==> src/rtl/csmh_ram.sv <==
// generic single-port-write, one-read synchronous ram
module csmh_ram #(
  parameter int Width = 8,
  parameter int Depth = 16
) (
  input  logic                     clk,
  input  logic                     we,
  input  logic [$clog2(Depth)-1:0] waddr,
  input  logic [Width-1:0]         wdata,
  input  logic [$clog2(Depth)-1:0] raddr,
  output logic [Width-1:0]         rdata
);
  logic [Width-1:0] mem [Depth];
  always_ff @(posedge clk) begin
    if (we) mem[waddr] <= wdata;
    rdata <= mem[raddr];
  end
endmodule

==> config.mk <==
export PLATFORM = sky130hd
export DESIGN_NAME = csmh_ram
export DESIGN_NICKNAME = d
export VERILOG_FILES = /design/src/rtl/csmh_ram.sv
export SDC_FILE = /design/constraint.sdc
export NUM_CORES = 1
export LEC_CHECK = 0
export ABC_AREA = 1
export BUFFER_PORTS_ARGS = -buffer_cell sky130_fd_sc_hd__buf_2
export CAP_MARGIN = 20
export CORE_UTILIZATION = 55
export DETAILED_ROUTE_END_ITERATION = 16
export PLACE_DENSITY = 0.74
export SLEW_MARGIN = 20
export SYNTH_ARGS = -nofsm -noshare
export SYNTH_HDL_FRONTEND = slang
export SYNTH_SLANG_ARGS = --single-unit
==> constraint.sdc <==
create_clock -name clk -period 1.9 [get_ports clk]
set_input_delay 0.38 -clock clk [delete_from_list [all_inputs] [get_ports clk]]
set_output_delay 0.38 -clock clk [all_outputs]
set_load 0.02 [all_outputs]
==> results of run 1 <==
logic make-up after synthesis:
family | synth area share [%]
buffers and inverters | 9.525
and+or+nand+nor | 21.05
DFF | 69.43
final timing paths:
| check | cells after the start | to | start | slack [ns] |
|---|---|---|---|---|
| hold reg to reg | 6 | rdata[6] | mem[10][6] | 0.67 |
| setup / recovery | 1 | rdata[7] | rdata[7] | 0.44 |
| hold / removal | 3 | rdata[6] | raddr[3] | 0.23 |
| setup reg to reg | 6 | rdata[2] | mem[9][2] | 0.88 |
per-stage QoR:
| stage | hold slack (ns) | setup WS (ns) | util (%) |
|---|---|---|---|
| after floorplan | 0.4789 | 0.5692 | - |
| after global placement | 0.6476 | 0.3978 | 59.88 |
| after detailed placement | 0.6605 | 0.3726 | 59.88 |
| after CTS | 0.2075 | 0.4323 | 65.48 |
| after global routing | 0.2229 | 0.4132 | 65.48 |
| final | 0.2260 | 0.4404 | 65.48 |
power by group:
group / switching (W) / internal [W]
Sequential: 0.0000228 / 0.00335
Combinational: 0.000311 / 0.000132
Clock: 0.00121 / 0.00194
Total: 0.00154 / 0.00543
layer usage:
layer	wire length [um]	track usage, %	up-vias	part of all wire [%]
li1	-	-	1860	-
met1	5284	33.51	1835	41
met2	6414	39.97	186	50
met3	914	6.203	23	7.1
met4	238	9.898	0	1.9
met5	0	0	-	0
final cells by class:
class / count / area, um2
Clock buffer: 22 / 452.9
Multi-Input combinational cell: 289 / 1214
Sequential cell: 136 / 4004
Clock inverter: 10 / 120.1
Fill cell: 751 / 3532
Tap cell: 136 / 170.2
Inverter: 102 / 382.9
Timing Repair Buffer: 49 / 355.3
cells in the final DEF, fill, tap and decap left out:
master / instances
nand3b_1: 2
buf_2: 25
bufinv_16: 2
nor2_1: 17
clkbuf_1: 3
buf_4: 20
clkinv_4: 1
nand3_1: 97
clkbuf_16: 16
inv_1: 100
buf_12: 4
clkinvlp_4: 5
nand2_1: 173
inv_2: 2
dfxtp_1: 8
clkinv_2: 1
clkbuf_8: 3
inv_6: 1
edfxtp_1: 128
registers in the layout, indices dropped and copies added, names as in the netlist:
signal  count
mem       128
rdata       8
==> run metrics, run 1 <==
status=completed; largest net degree at the start of global routing=between 60 and 70; Avg WL per Cell=17.27 um; Worst-Margin Slew=0.4967 ns; Final ANT Viol Nets=0; Critical Path RT=about 1.5 ns; Starting DRT DRC Count=331; Final period util=between 70% and 80%; CP Class=reg -> out; vias in the first global route=3735; post-synthesis cell count=551; Critical-path top delay cell=dfxtp_1; DIE AREA=0.01090 mm2; Tot GR Track Use=about 25%; Post-Layout Cell Count=~740; Mean Syn Cell Area=10.47 um2; most frequent cells after synthesis=nand2_1, edfxtp_1, inv_1; placed cell areas=0.006126 mm2; CTS max path bufs=2; Rel. slew slack=66.85%; initial antenna violation count=0; root buf cell=clkbuf_8; Die X=around 100 um; CP Launch Type=flip-flop; CP Max Fanout=1; synthesis-stage register bit count=~140; Worst Hold Class=in -> reg; Pleak=between 2 and 3 nW; Final Skew=around 0.0067 ns; CTS Buf Count=17; synthesized net count=roughly 570; Yosys Warn Count=0; Crit path max-delay family=flip-flops; Critical Path, Cell by Cell=buf_2; largest area contributor in the netlist=edfxtp_1; Slew Limit Fails=0; synth unique cells=12; Power Density=between 1000 and 1500 mW/mm2; peak supply drop=around 0.70 mV; Crit. End Element=output pin; core area=0.01023 mm2; setup TNS=0 ns; RePlAce Congestion=0.9001; number of buffers added on ports=25; placed cells=just over 700; Die Ht=between 100 and 150 um; Finished Cell Area=0.006699 mm2; layout cells sized above 1=a little over an eighth; final setup vio count=0; ANT cells=0; Area Growth Syn to Fin=16.16%; first-pass GRT wire length=19980 um; unrepaired setup endpoints after global routing=false; Post-CTS Hold Buffers=0; DRT Pass-1 Iters=4; final hold vios=0; final WL=12850 um; Clock Latency Late Sink=0.53 ns; number of core rows=37; CTS clk-pin slew, worst paths=~0.060 ns; Synth Cell Area=around 0.0058 mm2; Seq/Total Area, Yosys=69.43%; top-count cell post-synth=nand2_1; H-Tree Depth=4; Congestion Overflow GR=0; Sinks on Clock Net=136; fmax=between 600 and 700 MHz; DR vias=just under 4000; Initial Utilization=approximately 56%; fin nets=around 610; DPL Wire Length=slightly below 8000 um; top cells by area, synth=edfxtp_1, nand2_1, nand3_1, inv_1, dfxtp_1; IO Count=26; setup bufs post-CTS=0; Synth async-reset ratio=0%; Vias per Instance=between 5 and 6; Synth top area share=roughly two thirds; Max Cap Viol=0; Power Total=0.006967 W; critical path buffer and inverter count=1; crit path DAT=approximately 1.1 ns; Critical Path Max Stage Delay=0.37 ns; top_reg_cell synth=edfxtp_1; cts repair resizes=0; CTS tree=yes; Post-synth EDFFs=between 100 and 150; min Tclk post-route=between 1 and 1.5 ns; Residual DRC=0
Power figures use the tool's default switching activity.
==> inputs of run 2 (changes only) <==
==> constraint.sdc (replaced) <==
create_clock -name clk -period 1.5 [get_ports clk]
set_input_delay 0.3 -clock clk [delete_from_list [all_inputs] [get_ports clk]]
set_output_delay 0.3 -clock clk [all_outputs]
set_load 0.02 [all_outputs]
==> run 2 against run 1 <==
Effect of this change: sequential power rose by 27%; wire length fell by 1.7%; non-clock buffer count up 1; final cell count increased by 0.13%; die area unchanged; worst setup slack worse by 0.34 ns; critical endpoint is now rdata[4]; global-route usage about the same; clock-buffer cell count is the same.
==> run metrics, run 2 (synthesized netlist as in run 1, its figures left out) <==
Worst Hold Class=in -> reg; largest net degree at the start of global routing=65 (unchanged); Vias per Instance=5.180 (-1.3%); fin nets=614 (+0.16%); largest registers=mem x128, rdata x8; DPL Wire Length=7603 um (-2.2%); unrepaired setup endpoints after global routing=false; Critical-path top delay cell=dfxtp_1; Area Growth Syn to Fin=15.86%; min Tclk post-route=1.403 ns; DRT Pass-1 Iters=5 (+1); Die Ht=104.4 um (unchanged); number of core rows=37 (unchanged); CTS max path bufs=2 (unchanged); Final ANT Viol Nets=0 (unchanged); Slew Limit Fails=0 (unchanged); Die X=104.4 um (unchanged); Critical Path Max Stage Delay=0.39 ns (+0.02 ns); Initial Utilization=56.37% (unchanged); Residual DRC=0 (unchanged); layout cells sized above 1=13.14% (-0.022 points); Critical Path, Cell by Cell=buf_2; Max Cap Viol=0 (unchanged); Critical Path RT=1.20 ns (-0.32 ns); Worst-Margin Slew=0.3759 ns (-0.1208 ns); Final Skew=0.008116 ns (+0.001370 ns); final setup vio count=0 (unchanged); CP Class=reg -> out; final core occ=65.31% (-0.17 points); IO Count=26 (unchanged); fmax=approximately 710 MHz; RePlAce Congestion=0.8777 (-2.5%); met1 Track Usage GR=33.42% (-0.086 points); global route hottest layer=met2; setup bufs post-CTS=0 (unchanged); most common cell after layout, fill and taps aside=nand2_1; first-pass GRT wire length=19860 um (-0.59%); met3 Use GR=5.013% (-1.2 points); H-Tree Depth=4 (unchanged); Clock Latency Late Sink=0.52 ns (about the same); Rel. slew slack=74.94% (+8.1 points); Power Density=1299 mW/mm2 (+25%); setup TNS=0 ns (unchanged); max reg flops=128 (unchanged); Pleak=2.932 nW (+0.34%); vias in the first global route=3752 (+0.46%); ANT cells=0 (unchanged); CTS clk-pin slew, worst paths=0.06 ns (about the same); initial antenna violation count=0 (unchanged); CP Launch Type=flip-flop; final hold vios=0 (unchanged); crit path DAT=1.10 ns (+0.02 ns); root buf cell=clkbuf_8; Post-CTS Hold Buffers=0 (unchanged); Crit path max-delay family=flip-flops; final WL=12640 um (-1.7%); Tot GR Track Use=25.20% (about the same); critical path buffer and inverter count=1 (unchanged); Congestion Overflow GR=0 (unchanged); DIE AREA=0.01090 mm2 (unchanged); DR vias=3859 (-1.2%); global routing usage on met2=39.45% (-0.52 points); most frequent cells in the layout=nand2_1, edfxtp_1, inv_1; Top reg by flops=mem; CP Max Fanout=1 (unchanged); Final period util=93.55%; CTS Buf Count=17 (unchanged); number of buffers added on ports=25 (unchanged); cts repair resizes=0 (unchanged); CTS tree=yes; status=completed; peak supply drop=0.7799 mV (+12%); Crit. End Element=output pin; core area=0.01023 mm2 (unchanged); Sinks on Clock Net=136 (unchanged); Avg WL per Cell=16.96 um (-1.8%); Starting DRT DRC Count=299 (-9.7%)
[run 2: per-stage QoR]
step           cells  total power [W]  worst slack, ns  cell area [um2]  hold WS (ns)
2_1_floorplan    551         0.004679           0.2492             5767        0.3989
3_3_place_gp     713         0.004891           0.1686             6133        0.6401
3_5_place_dp     713         0.004909           0.1309             6133        0.6607
4_1_cts          745         0.008734          0.07233             6681        0.1178
5_1_grt          745         0.008964          0.07741             6681        0.1463
6_report         745         0.008679          0.09669             6681        0.1435
[run 2: worst paths after layout]
path              startpoint       end  slack [ns]  cells past startpoint
setup reg to reg   mem[8][4]  rdata[4]        0.49                      6
hold reg to reg   mem[10][7]  rdata[7]        0.66                      6
hold / removal      raddr[3]  rdata[7]        0.14                      3
setup / recovery    rdata[4]  rdata[4]         0.1                      1
[run 2: cell type report]
cell class | instances | area, um2
sequential | 136 | 4004
fill | 798 | 3550
multi-input combinational | 289 | 1214
clock buffer | 22 | 442.9
inverter | 102 | 382.9
timing repair buffer | 50 | 362.8
tap | 136 | 170.2
clock inverter | 10 | 105.1
[run 2: routing by layer]
layer / wire length [um] / part of all wire, %
met1: 5189 / 41
met2: 6181 / 49
met4: 348 / 2.8
met5: 0 / 0
met3: 919 / 7.3
[run 2: where the power goes]
group,internal (W),switching (W)
clock network,0.00239,0.00146
registers,0.00425,0.0000302
logic,0.000168,0.000386
total,0.00681,0.00187
[run 2: tightest hold or removal path: stages]
cell and delay (ns):
buf_2 0.17, nand3_1 0.10, nand2_1 0.04
