**src/rtl/csmh_pkg.sv**
```systemverilog
// package: widths, types and helpers for the cuboid stacking block
package csmh_pkg;
  localparam int MaxCuboids = 128;
  localparam int DimBits = 16;
  localparam int IdxBits = $clog2(MaxCuboids);
  localparam int CntBits = $clog2(MaxCuboids + 1);
  localparam int HgtBits = 23;
  localparam logic [HgtBits-1:0] HeightMax = {HgtBits{1'b1}};

  typedef logic [DimBits-1:0] dim_t;
  typedef logic [HgtBits-1:0] hgt_t;
  typedef logic [IdxBits-1:0] idx_t;
  typedef logic [CntBits-1:0] cnt_t;

  typedef struct packed {
    dim_t d2;
    dim_t d1;
    dim_t d0;
  } box_t;

  function automatic logic box_gt(box_t x, box_t y);
    if (x.d0 != y.d0) return x.d0 > y.d0;
    if (x.d1 != y.d1) return x.d1 > y.d1;
    return x.d2 > y.d2;
  endfunction

  function automatic logic fits_on(box_t top, box_t base);
    return top.d0 <= base.d0 && top.d1 <= base.d1 && top.d2 <= base.d2;
  endfunction

  function automatic box_t sort3(dim_t a, dim_t b, dim_t c);
    dim_t x, y, z, t;
    x = a; y = b; z = c;
    if (x > y) begin t = x; x = y; y = t; end
    if (y > z) begin t = y; y = z; z = t; end
    if (x > y) begin t = x; x = y; y = t; end
    return '{d2: z, d1: y, d0: x};
  endfunction
endpackage

```
**src/rtl/csmh_if.sv**
```systemverilog
// valid/ready channel interfaces for input and result beats
interface csmh_in_if;
  import csmh_pkg::*;
  logic valid;
  logic ready;
  dim_t dim_a;
  dim_t dim_b;
  dim_t dim_c;
  logic last;
  modport source (output valid, dim_a, dim_b, dim_c, last, input ready);
  modport sink (input valid, dim_a, dim_b, dim_c, last, output ready);
endinterface

interface csmh_out_if;
  import csmh_pkg::*;
  logic valid;
  logic ready;
  hgt_t max_height;
  logic overflow;
  modport source (output valid, max_height, overflow, input ready);
  modport sink (input valid, max_height, overflow, output ready);
endinterface

```
**src/rtl/csmh_ctrl.sv**
```systemverilog
// sequencer: load, insertion sort and chain dp over the two rams
module csmh_ctrl
  import csmh_pkg::*;
(
  input  logic clk,
  input  logic rst_n,
  csmh_in_if.sink    in_ch,
  csmh_out_if.source out_ch,
  output logic bx_we,
  output idx_t bx_waddr,
  output box_t bx_wdata,
  output idx_t bx_raddr,
  input  box_t bx_rdata,
  output logic hb_we,
  output idx_t hb_waddr,
  output hgt_t hb_wdata,
  output idx_t hb_raddr,
  input  hgt_t hb_rdata
);
  typedef enum logic [3:0] {
    S_LOAD, S_SI_RD, S_SI_KEY, S_SJ_RD, S_SJ_CMP,
    S_DI_RD, S_DI_BASE, S_DJ_CMP, S_DJ_HGT
  } state_t;

  state_t state_r;
  cnt_t cnt_r, i_r, j_r;
  logic drop_r;
  box_t key_r, cand_r;
  hgt_t below_r, best_r;
  logic out_valid_r;
  hgt_t out_h_r;
  logic out_o_r;
  logic [HgtBits:0] sum;
  box_t srt;

  assign srt = sort3(in_ch.dim_a, in_ch.dim_b, in_ch.dim_c);
  assign in_ch.ready = (state_r == S_LOAD) && !out_valid_r;
  assign out_ch.valid = out_valid_r;
  assign out_ch.max_height = out_h_r;
  assign out_ch.overflow = out_o_r;
  assign sum = {1'b0, hgt_t'(key_r.d2)} + {1'b0, below_r};

  always_comb begin
    bx_we = 1'b0;
    bx_waddr = idx_t'(cnt_r);
    bx_wdata = srt;
    bx_raddr = idx_t'(i_r);
    hb_we = 1'b0;
    hb_waddr = idx_t'(i_r);
    hb_wdata = sum[HgtBits] ? HeightMax : sum[HgtBits-1:0];
    hb_raddr = idx_t'(j_r);
    case (state_r)
      S_LOAD: bx_we = in_ch.valid && in_ch.ready && cnt_r < cnt_t'(MaxCuboids);
      S_SI_RD, S_DI_RD: bx_raddr = idx_t'(i_r);
      S_SI_KEY, S_SJ_RD: bx_raddr = idx_t'(j_r - 1'b1);
      S_SJ_CMP: begin
        bx_raddr = idx_t'(j_r - 1'b1);
        bx_waddr = idx_t'(j_r);
        bx_we = 1'b1;
        bx_wdata = (j_r != '0 && box_gt(bx_rdata, key_r)) ? bx_rdata : key_r;
      end
      S_DI_BASE: bx_raddr = idx_t'(j_r);
      S_DJ_CMP: begin
        hb_raddr = idx_t'(j_r);
        if (j_r == i_r) hb_we = 1'b1;
      end
      S_DJ_HGT: bx_raddr = idx_t'(j_r + 1'b1);
      default: ;
    endcase
  end

  always_ff @(posedge clk) begin
    if (!rst_n) begin
      state_r <= S_LOAD;
      cnt_r <= '0;
      drop_r <= 1'b0;
      out_valid_r <= 1'b0;
      i_r <= '0;
      j_r <= '0;
    end else begin
      if (out_valid_r && out_ch.ready) out_valid_r <= 1'b0;
      case (state_r)
        S_LOAD: if (in_ch.valid && in_ch.ready) begin
          if (cnt_r < cnt_t'(MaxCuboids)) cnt_r <= cnt_r + 1'b1;
          else drop_r <= 1'b1;
          if (in_ch.last) begin
            out_o_r <= drop_r || cnt_r == cnt_t'(MaxCuboids);
            i_r <= cnt_t'(1);
            state_r <= S_SI_RD;
          end
        end
        S_SI_RD: begin
          if (i_r >= cnt_r) begin
            i_r <= '0;
            best_r <= '0;
            state_r <= S_DI_RD;
          end else state_r <= S_SI_KEY;
        end
        S_SI_KEY: begin
          key_r <= bx_rdata;
          j_r <= i_r;
          state_r <= S_SJ_RD;
        end
        S_SJ_RD: state_r <= S_SJ_CMP;
        S_SJ_CMP: begin
          if (j_r != '0 && box_gt(bx_rdata, key_r)) begin
            j_r <= j_r - 1'b1;
            state_r <= S_SJ_RD;
          end else begin
            i_r <= i_r + 1'b1;
            state_r <= S_SI_RD;
          end
        end
        S_DI_RD: begin
          if (i_r >= cnt_r) begin
            out_h_r <= best_r;
            out_valid_r <= 1'b1;
            cnt_r <= '0;
            drop_r <= 1'b0;
            state_r <= S_LOAD;
          end else begin
            j_r <= '0;
            below_r <= '0;
            state_r <= S_DI_BASE;
          end
        end
        S_DI_BASE: begin
          key_r <= bx_rdata;
          state_r <= S_DJ_CMP;
        end
        S_DJ_CMP: begin
          if (j_r == i_r) begin
            if (hb_wdata > best_r) best_r <= hb_wdata;
            i_r <= i_r + 1'b1;
            state_r <= S_DI_RD;
          end else begin
            cand_r <= bx_rdata;
            state_r <= S_DJ_HGT;
          end
        end
        S_DJ_HGT: begin
          if (fits_on(cand_r, key_r) && hb_rdata > below_r) below_r <= hb_rdata;
          j_r <= j_r + 1'b1;
          state_r <= S_DJ_CMP;
        end
        default: state_r <= S_LOAD;
      endcase
    end
  end
endmodule

```
**src/flat_wrapper.sv**
```systemverilog
// flat-port wrapper written by rule: the top's interface ports become plain ports
module csmh_ctrl_flat import csmh_pkg::*;
  (clk, rst_n, bx_we, bx_waddr, bx_wdata, bx_raddr, bx_rdata, hb_we, hb_waddr, hb_wdata, hb_raddr, hb_rdata, in_ch_valid, in_ch_dim_a, in_ch_dim_b, in_ch_dim_c, in_ch_last, in_ch_ready, out_ch_valid, out_ch_max_height, out_ch_overflow, out_ch_ready);
  csmh_in_if in_ch_i ();
  csmh_out_if out_ch_i ();
  input  logic clk;
  input  logic rst_n;
  output logic bx_we;
  output idx_t bx_waddr;
  output box_t bx_wdata;
  output idx_t bx_raddr;
  input  box_t bx_rdata;
  output logic hb_we;
  output idx_t hb_waddr;
  output hgt_t hb_wdata;
  output idx_t hb_raddr;
  input  hgt_t hb_rdata;
  input wire logic [$bits(in_ch_i.valid)-1:0] in_ch_valid;
  input wire logic [$bits(in_ch_i.dim_a)-1:0] in_ch_dim_a;
  input wire logic [$bits(in_ch_i.dim_b)-1:0] in_ch_dim_b;
  input wire logic [$bits(in_ch_i.dim_c)-1:0] in_ch_dim_c;
  input wire logic [$bits(in_ch_i.last)-1:0] in_ch_last;
  output wire logic [$bits(in_ch_i.ready)-1:0] in_ch_ready;
  output wire logic [$bits(out_ch_i.valid)-1:0] out_ch_valid;
  output wire logic [$bits(out_ch_i.max_height)-1:0] out_ch_max_height;
  output wire logic [$bits(out_ch_i.overflow)-1:0] out_ch_overflow;
  input wire logic [$bits(out_ch_i.ready)-1:0] out_ch_ready;
  assign in_ch_i.valid = in_ch_valid;
  assign in_ch_i.dim_a = in_ch_dim_a;
  assign in_ch_i.dim_b = in_ch_dim_b;
  assign in_ch_i.dim_c = in_ch_dim_c;
  assign in_ch_i.last = in_ch_last;
  assign in_ch_ready = in_ch_i.ready;
  assign out_ch_valid = out_ch_i.valid;
  assign out_ch_max_height = out_ch_i.max_height;
  assign out_ch_overflow = out_ch_i.overflow;
  assign out_ch_i.ready = out_ch_ready;
  csmh_ctrl u_core (.clk(clk), .rst_n(rst_n), .in_ch(in_ch_i), .out_ch(out_ch_i), .bx_we(bx_we), .bx_waddr(bx_waddr), .bx_wdata(bx_wdata), .bx_raddr(bx_raddr), .bx_rdata(bx_rdata), .hb_we(hb_we), .hb_waddr(hb_waddr), .hb_wdata(hb_wdata), .hb_raddr(hb_raddr), .hb_rdata(hb_rdata));
endmodule
```
**config.mk**
```make
export PLATFORM = sky130hd
export DESIGN_NAME = csmh_ctrl_flat
export DESIGN_NICKNAME = d
export VERILOG_FILES = /design/src/rtl/csmh_pkg.sv /design/src/rtl/csmh_if.sv /design/src/rtl/csmh_ctrl.sv /design/src/flat_wrapper.sv
export SDC_FILE = /design/constraint.sdc
export NUM_CORES = 1
export LEC_CHECK = 0
export BUFFER_PORTS_ARGS = -buffer_cell sky130_fd_sc_hd__buf_2
export CAP_MARGIN = 20
export CORE_UTILIZATION = 58
export CTS_CLUSTER_DIAMETER = 120
export DETAILED_ROUTE_END_ITERATION = 16
export PLACE_DENSITY = 0.82
export REMOVE_ABC_BUFFERS = 1
export SYNTH_ARGS = -nofsm -noshare
export SYNTH_HDL_FRONTEND = slang
export SYNTH_SLANG_ARGS = --single-unit
```
**constraint.sdc**
```tcl
create_clock -name clk -period 7.7 [get_ports clk]
set_input_delay 0.77 -clock clk [delete_from_list [all_inputs] [get_ports clk]]
set_output_delay 0.77 -clock clk [all_outputs]
set_load 0.01 [all_outputs]
```
==> impl_metrics.toml <==
[status]
status = "complete, no violations"

[sta]
rsz0062_at_grt = "true"
finalSetupViolCount = 0
finalCriticalPeriod_ps = 7520
timing.final.crit_share_pct = 97.7
timing_worst_slew_pin_value_ps = 1100
finalHoldWorstSlack_ps = 453
final.setup_skew_ps = 17.1
maxSlewHeadroom_pct = 26.2
maximum_operating_frequency_mhz = 133
finalMaxSlewViolations = 0
hold_violations = 0
total_negative_setup_slack_ps = 0

[worst_setup_path]
crit-reg2reg-launch = "u_core.key_r[32]"
start_kind = "input port"
worst-endpoint-required_ps = 6930
ff2ff_setup_slack_ps = 2710
worst-path-max-fanout = 31
r2r.worst_path.cells = 20
critical_path_arrival_ps = 6750
crit_type = "input port to output port"
critPathLaunch = "in_ch_dim_b[11]"
endpoint_kind = "output port"

[power_and_ir_drop]
ir_worst_vdd_uv = 143
power.clock.fraction_pct = 29.3
power_frac_comb_pct = 32.6
cell_internal_pwr_mw = 2.03
power_leakage_nw = 7.97
power_switching_mw = 1.10
power_density_mw_per_mm2 = 176
swShare_pct = 35.2
seq_power_share_pct = 38.0
p_total_mw = 3.13

[synthesis]
synth.ff_latch_count = 196
synth_top_cells_by_count = "220 x sky130_fd_sc_hd__ha_1, 166 x sky130_fd_sc_hd__edfxtp_1, 165 x sky130_fd_sc_hd__inv_1"
yosysTopAreaCellShare_pct = 32.5
synth.area.top_cells = "sky130_fd_sc_hd__edfxtp_1 32%, sky130_fd_sc_hd__ha_1 18%, sky130_fd_sc_hd__inv_1 4.0%"
synthCells = 1595
synth_enable_flop_cells = 166
postSynth.asyncResetShare_pct = 0
yosysUniqueCellTypes = 77
synth_top_area_cell = "sky130_fd_sc_hd__edfxtp_1"
synth-main-ff-cell = "sky130_fd_sc_hd__edfxtp_1"
yosys.cell_count.top_type = "sky130_fd_sc_hd__ha_1"
synth.cell_area_mm2 = 0.0154
ys_warn_count = 0
syn_area_per_cell_um2 = 9.63
synth_sequential_area_ratio_pct = 36.4

[route]
wl_um = 44700
drc = 0
postRouteAntennaNets = 0
detailroute.via_count = 13719
initialDrtViolationCount = 1261
vias_per_cell = 6.28
wl_per_cell_um = 20.5
drt_pass1_iterations = 6

[die]
die-area_mm2 = 0.0271
fp.dieH_um = 165
placeableCoreArea_mm2 = 0.0260
boundaryPins = 251
number_of_standard_cell_rows_in_the_floorplan = 59
start_util_pct = 59.1
chipWidth_um = 165

[layout]
final.fill_count = 1977
insertedDiodeCount = 0
final_core_util_pct = 68.5
area.growth.synth_to_final_pct = 15.9
layout-drive-gt1-share_pct = 22.6
multiInputGateArea_mm2 = 0.00888
area_taken_by_flip_flops_and_latches_mm2 = 0.00559
final_net_count = 2182

[clock_tree]
cts_tree = "yes"
cts_hold_buffers = 0
clk_pin_slew_worst_paths_ps = 90
cts.htree.levels = 4
cts-root-buf = "sky130_fd_sc_hd__clkbuf_16"
cts-root-to-sink-buffers = 2
tritoncts_num_sinks = 196
clk_latency_ps = 450
number_of_buffers_created_by_cts = 17

[grt]
initial_antenna_violation_count = 0
first_global_vias = 12831
maximum_number_of_pins_on_one_net_before_global_route_repair = 49
groute.usage.overall_pct = 32.4
gr-usage-met1_pct = 41.4
met3_track_usage_gr_pct = 5.47
global_route.usage.met2_pct = 53.3
grt_pass1_wl_um = 67500
gr-max-usage-layer = "met2"
overflow_left_after_global_routing = 0

[placement]
place.port_buffers = 250
routabilityCongestion = 0.976
dp_hpwl_um = 34500

[hold_path]
worst_hold_path.num_cells = 0
hold_path_startpoint = "u_core.best_r[13]"
holdCritPathClass = "register to register"

[flow_run]
max-cap-violations = 0
-- worst paths after layout --
kind / end
setup reg to reg: u_core.best_r[16]
hold / removal: u_core.out_ch.max_height[13]
setup / recovery: bx_wdata[25]
hold reg to reg: u_core.out_ch.max_height[13]
-- cell type report --
cell class / instances / area share, %
Tap cell: 335 / 2.36
Inverter: 167 / 3.52
Timing Repair Buffer: 294 / 9.54
Sequential cell: 196 / 31.4
Clock inverter: 15 / 0.921
Multi-Input combinational cell: 1161 / 49.9
Clock buffer: 17 / 2.39
-- placed cells by master, fill, tap and decap left out, types with 11 or more instances in the layout --
cell	Yosys	final
sky130_fd_sc_hd__a211oi_1	25	24
sky130_fd_sc_hd__a21o_1	25	25
sky130_fd_sc_hd__a21oi_1	107	106
sky130_fd_sc_hd__a221o_1	18	18
sky130_fd_sc_hd__a221oi_1	12	11
sky130_fd_sc_hd__a221oi_2	29	30
sky130_fd_sc_hd__and2_1	46	46
sky130_fd_sc_hd__buf_2	7	251
sky130_fd_sc_hd__buf_4	18	33
sky130_fd_sc_hd__clkbuf_16	0	19
sky130_fd_sc_hd__dfxtp_1	30	30
sky130_fd_sc_hd__edfxtp_1	166	166
sky130_fd_sc_hd__ha_1	220	220
sky130_fd_sc_hd__inv_1	165	165
sky130_fd_sc_hd__mux2i_1	37	32
sky130_fd_sc_hd__nand2_1	89	89
sky130_fd_sc_hd__nand2b_1	18	18
sky130_fd_sc_hd__nand3_1	42	42
sky130_fd_sc_hd__nand4_1	36	36
sky130_fd_sc_hd__nor2_1	136	129
sky130_fd_sc_hd__nor2b_1	12	12
sky130_fd_sc_hd__nor3_1	22	20
sky130_fd_sc_hd__o211ai_1	13	13
sky130_fd_sc_hd__o21ai_0	56	55
sky130_fd_sc_hd__o21ai_1	36	35
sky130_fd_sc_hd__xnor2_1	20	20
sky130_fd_sc_hd__xor2_1	14	14
-- cells by family after synthesis --
family,count (synthesis),synth area share (%)
buf+inv,239,6.68
fa+ha+maj,221,18.1
mux,52,3.76
xor+xnor,34,1.94
flops,196,36.4
simple gates,452,14.4
compound gates,401,18.8
-- worst max-delay path: stages --
cell and delay [ps]:
sky130_fd_sc_hd__buf_2 100, sky130_fd_sc_hd__inv_1 40, sky130_fd_sc_hd__ha_1 310, sky130_fd_sc_hd__nand4_1 140, sky130_fd_sc_hd__or4_4 510, sky130_fd_sc_hd__a21o_1 190
sky130_fd_sc_hd__a31oi_4 260, sky130_fd_sc_hd__mux2_2 420, sky130_fd_sc_hd__ha_1 300, sky130_fd_sc_hd__nor2b_1 140, sky130_fd_sc_hd__o211ai_1 160, sky130_fd_sc_hd__a21oi_1 120
sky130_fd_sc_hd__o31ai_2 370, sky130_fd_sc_hd__a22o_4 260, sky130_fd_sc_hd__buf_4 150, sky130_fd_sc_hd__mux2i_2 240, sky130_fd_sc_hd__ha_1 170, sky130_fd_sc_hd__nand4_1 170
sky130_fd_sc_hd__or4_4 570, sky130_fd_sc_hd__o211a_1 270, sky130_fd_sc_hd__or3_4 390, sky130_fd_sc_hd__buf_8 190, sky130_fd_sc_hd__nor2_1 160, sky130_fd_sc_hd__a221oi_2 50
sky130_fd_sc_hd__o21ai_1 150, sky130_fd_sc_hd__buf_2 150
-- state kept, by name, indices dropped and copies added (netlist names) --
signal / flops
u_core.j_r: 8
u_core.i_r: 8
u_core.state_r: 4
u_core.out_ch.overflow: 1
u_core.key_r: 48
u_core.best_r: 23
u_core.cand_r: 48
u_core.out_ch.max_height: 23
u_core.below_r: 23
u_core.drop_r: 1
u_core.cnt_r: 8
u_core.out_ch.valid: 1
-- metal layers --
metal,wire (µm),part of all wire [%],up-vias
li1,-,-,6393
met1,18000,40,6454
met2,20900,47,758
met3,3900,8.7,114
met4,1940,4.3,0
met5,0,0,-
-- power by group through the flow --
stage | Sequential [mW] | Combinational, mW | Clock (mW)
CTS | 1.19 | 0.936 | 0.912
finish | 1.19 | 1.02 | 0.918
global route | 1.19 | 1.10 | 0.946
floorplan | 1.21 | 0.551 | 0
detailed placement | 1.21 | 0.930 | 0
global placement | 1.21 | 0.904 | 0
-- metrics by stage --
step,std cells,setup WS [ps],cell area (µm²)
after floorplan,1523,-1360,15000
after global placement,2134,158,16900
after detailed placement,2135,-52.5,16900
after CTS,2167,69.9,17500
after global routing,2185,-36.5,17800
final,2185,178,17800
-- what timing repair did --
item,4_1_cts,5_1_grt
gates resized for setup,1,22
pin swaps,0,6
setup endpoints to repair,16,32
gates cloned,0,3
setup buffers,0,12
Power figures use the tool's default switching activity.
